`src/sv/obbcd_pkg.sv`:
```
// Shared types and constants for the oriented box collision/distance block.
// No dependencies; imported by every module of the block.
`timescale 1ns / 1ps

package obbcd_pkg;

	localparam int QUEUE_DEPTH = 8;
	localparam int SQ_W        = 85;
	localparam int RAD_W       = 66;
	localparam int ROOT_W      = 33;

	typedef struct packed {
		logic signed [31:0] cx;
		logic signed [31:0] cy;
		logic [30:0]        hx;
		logic [30:0]        hy;
		logic signed [15:0] c;
		logic signed [15:0] s;
	} box_t;

	typedef struct packed {
		box_t a;
		box_t b;
		logic ovl;
	} job_t;

	typedef struct packed {
		logic vld;
		logic ovl;
	} ctl_t;

	typedef struct packed {
		logic ovl;
		logic sat;
	} tag_t;

endpackage

```
`src/sv/obbcd_queue.sv`:
```
// Short FIFO between the front and back parts.
// Depends on obbcd_pkg for the transaction type.
`timescale 1ns / 1ps

module obbcd_queue #(
	parameter int DEPTH = obbcd_pkg::QUEUE_DEPTH,
	localparam int AW = (DEPTH > 1) ? $clog2(DEPTH) : 1,
	localparam int CW = $clog2(DEPTH + 1)
) (
	input  logic              clk,
	input  logic              arst_n,
	input  logic              push,
	input  obbcd_pkg::job_t   din,
	input  logic              pop,
	output obbcd_pkg::job_t   dout,
	output logic              head_vld,
	output logic [CW-1:0]     count
);
	import obbcd_pkg::*;

	job_t          mem_q [DEPTH];
	logic [AW-1:0] wr_ptr_q, rd_ptr_q;
	logic [CW-1:0] count_q;
	logic          do_pop;

	assign do_pop = pop && (count_q != '0);

	always_ff @(posedge clk or negedge arst_n) begin
		if (!arst_n) begin
			wr_ptr_q <= '0;
			rd_ptr_q <= '0;
			count_q  <= '0;
		end else begin
			if (push) begin
				wr_ptr_q <= (wr_ptr_q == AW'(DEPTH - 1)) ? '0 : wr_ptr_q + 1'b1;
			end
			if (do_pop) begin
				rd_ptr_q <= (rd_ptr_q == AW'(DEPTH - 1)) ? '0 : rd_ptr_q + 1'b1;
			end
			if (push && !do_pop) begin
				count_q <= count_q + 1'b1;
			end else if (!push && do_pop) begin
				count_q <= count_q - 1'b1;
			end
		end
	end

	always_ff @(posedge clk) begin
		if (push) begin
			mem_q[wr_ptr_q] <= din;
		end
	end

	assign dout     = mem_q[rd_ptr_q];
	assign head_vld = (count_q != '0);
	assign count    = count_q;

endmodule

```
`config.mk`:
```
export PLATFORM = sky130hd
export DESIGN_NAME = obbcd_queue
export DESIGN_NICKNAME = d
export VERILOG_FILES = /design/src/sv/obbcd_pkg.sv /design/src/sv/obbcd_queue.sv
export SDC_FILE = /design/constraint.sdc
export NUM_CORES = 2
export LEC_CHECK = 0
export BUFFER_PORTS_ARGS = -buffer_cell sky130_fd_sc_hd__buf_2
export CORE_AREA = 2 2 440 442
export CTS_CLUSTER_SIZE = 8
export DETAILED_ROUTE_END_ITERATION = 8
export DIE_AREA = 0 0 442 444
export PLACE_DENSITY_LB_ADDON = 0.12
export SKIP_LAST_GASP = 1
export SLEW_MARGIN = 20
export SYNTH_ARGS = -nofsm -noshare
export SYNTH_HDL_FRONTEND = slang
export SYNTH_SLANG_ARGS = --single-unit
```
`constraint.sdc`:
```
create_clock -name clk -period 21.1 [get_ports clk]
set_input_delay 2.11 -clock clk [delete_from_list [all_inputs] [get_ports clk]]
set_output_delay 2.11 -clock clk [all_outputs]
set_load 0.03 [all_outputs]
```
==> out/results.tsv <==
metric	value	unit
run_status	finished, final reports clean	
yosys.area.top_type_share	0.798	
dieArea	0.196	mm²
numCtsBuffers	369	
routabilityCongestion	0.756	
clock_latency	0.92	ns
globalRouteOverflowTotal	0	
largest_net_degree_at_the_start_of_global_routing	141	
period_minus_slack	8.53	ns
cts_setup_buffers	0	
final_max_slew_viol_count	0	
fraction_of_the_yosys_area_taken_by_sequential_cells	0.800	
holdCritPathClass	register to register	
p_sw	0.00534	W
area_of_the_multi_input_gates	0.0183	mm²
final.fill_count	13600	
place_area	0.102	mm²
total_power	0.0169	W
period_utilization_post_route	0.404	
start_kind	register	
netSwitchingFraction	0.317	
synth-seq-cells	2546	
synth.most_common_cell	sky130_fd_sc_hd__edfxtp_1	
clkPwrFrac	0.297	
hpwlAfterDp	110	mm
critPathKind	register to output port	
synthFlopType	sky130_fd_sc_hd__edfxtp_1	
timing.final.setup_violations	0	
grt_setup_unrepaired	no	
via_per_inst	5.84	
path_max_fanout	111	
synth_async_sr_flop_share	0.00393	
combinationalPowerShare	0.316	
setup-tns-final	0	ns
grt_pass1_vias	44900	
cts_tree	done	
syn-num-nets	4058	
cap_viol_max_count	0	
synth.cell_area	0.0955	mm²
power.density	151	mW/mm²
core-area	0.192	mm²
cts-hold-fix-buffers	0	
globalRouteTotalUtil	0.211	
wl_per_cell	28.7	µm
synthesis.instances	3729	
post_synth_num_cell_types	27	
synth.top_cells.by_area	sky130_fd_sc_hd__edfxtp_1, sky130_fd_sc_hd__mux4_2, sky130_fd_sc_hd__mux2_2	
cts.root.buffer_cell	sky130_fd_sc_hd__clkbuf_16	
yosysTopAreaCell	sky130_fd_sc_hd__edfxtp_1	
power.leakage	36.0	nW
buffer_ports.inserted	642	
area.sequential	0.0764	mm²
wire_length_of_the_first_global_routing_pass	302	mm
detail_route.wirelength	207	mm
drive_above_1_share	0.442	
die_width	442	µm
power_report.internal_total	0.0115	W
final_design_area_no_fill	0.111	mm²
num_io_pins	643	
clock_skew	0.0640	ns
hold_slack	0.565	ns
floorplan.rows	161	
initial_core_util	0.498	
drt_pre_antenna_iters	5	
dr_total_vias	42100	
post_synth.cell_area_avg	25.6	µm²
worst-endpoint-arrival	6.42	ns
timing.final.hold_violations	0	
fmaxAchievable	0.117	GHz
cts_num_sinks	2546	
clk_pin_slew	0.05	ns
first_iter_violations	2868	
cts_htree_levels	5	
number_of_antenna_violations_at_the_first_check_in_global_routing	100	
area_growth_syn_to_layout	16.7	%
cts_buffer_depth	4	
post_cts_gate_resize_count	0	
irDropWorstVdd	0.139	mV
required	18.99	ns
timing.max_slew.rel_slack	0.157	
synth_common_cells	sky130_fd_sc_hd__edfxtp_1, sky130_fd_sc_hd__mux4_2, sky130_fd_sc_hd__mux2_2	
postRouteAntennaNets	0	
yosysWarnings	0	
nNetsFinal	4960	
endpoint_kind	output port	
worstMarginPinSlew	1.26	ns
floorplan.die.height	444	µm
synth_edf_count	2536	
detail_route.drc_violations	0	
sequential_share_of_power	0.386	
-- path summary, 6_finish.rpt --
| check | from | end | slack, ns | cells after the start |
|---|---|---|---|---|
| worst max-delay path | rd_ptr_q[0] | dout[121] | 12.57 | 7 |
| worst min-delay path | wr_ptr_q[2] | wr_ptr_q[2] | 0.57 | 1 |
| worst max register to register | wr_ptr_q[0] | mem_q[1][179] | 16.76 | 5 |
| worst min register to register | wr_ptr_q[2] | wr_ptr_q[2] | 0.57 | 1 |
| max in group asynchronous | arst_n | rd_ptr_q[0] | 19.78 | 1 |
| min in group asynchronous | arst_n | count[2] | 1.06 | 1 |
-- cell type report --
type / instances / share of cell area
flip-flops and latches: 2546 / 0.686
clock buffers: 396 / 0.0851
multi-input cells: 1003 / 0.164
repair buffers: 709 / 0.0349
well taps: 2526 / 0.0284
diodes: 18 / 0.000404
clock inverters: 11 / 0.000910
inverters: 2 / 0.0000674
-- routing by layer --
metal | wire length (µm) | track usage
met3 | 12500 | 0.0529
met5 | 305 | 0
met1 | 82000 | 0.269
met4 | 6010 | 0.0689
met2 | 106000 | 0.356
-- flip-flops by register name, summed over array words and instances (netlist names) --
register	count
count	4
wr_ptr_q	3
rd_ptr_q	3
mem_q	2536
-- power groups by stage --
stage	clock network, W	registers, W	logic [W]
3_5_place_dp	0	0.00663	0.00543
5_1_grt	0.00534	0.00657	0.00564
2_1_floorplan	0	0.00688	0.00385
6_report	0.00501	0.00652	0.00534
3_3_place_gp	0	0.00661	0.00542
4_1_cts	0.00515	0.00654	0.00545
-- cell usage in the layout (no fill, tap or decap), drive strengths merged, types with 6 or more instances in the layout --
master	n
nand2	6
dfrtp	10
mux4	634
buf	709
mux2	321
edfxtp	2536
inv	8
ha	7
diode	18
clkbuf	396
nor2	7
-- logic make-up (layout without fill, tap and decap cells) --
logic type,after synthesis,count (layout),synth area share
AND/OR/NAND/NOR,27,27,0.00140
multiplexers,956,956,0.188
other,0,18,0
flip-flops,2546,2546,0.800
XOR/XNOR,2,2,0.000184
adder cells (fa/ha/maj),8,8,0.00113
AO/OA/AOI/OAI,10,10,0.000786
buffers and inverters,180,1118,0.00860
-- metrics by stage --
step                instances  utilization  setup WS, ns
finish                   7211        0.582         12.57
global route             7201        0.581         11.87
CTS                      7192        0.581         12.21
detailed placement       6785        0.531         13.25
global placement         6785        0.531         13.26
floorplan                3729            -          4.73
-- worst max-delay path, stage by stage (launching register included) --
cell and delay, ns:
sky130_fd_sc_hd__dfrtp_4 0.80, sky130_fd_sc_hd__buf_12 0.72, sky130_fd_sc_hd__buf_4 0.90, sky130_fd_sc_hd__buf_4 0.79
sky130_fd_sc_hd__buf_4 0.87, sky130_fd_sc_hd__mux4_2 0.60, sky130_fd_sc_hd__mux2_2 0.29, sky130_fd_sc_hd__buf_2 0.18
No activity file was read; power rests on OpenSTA's default activity.
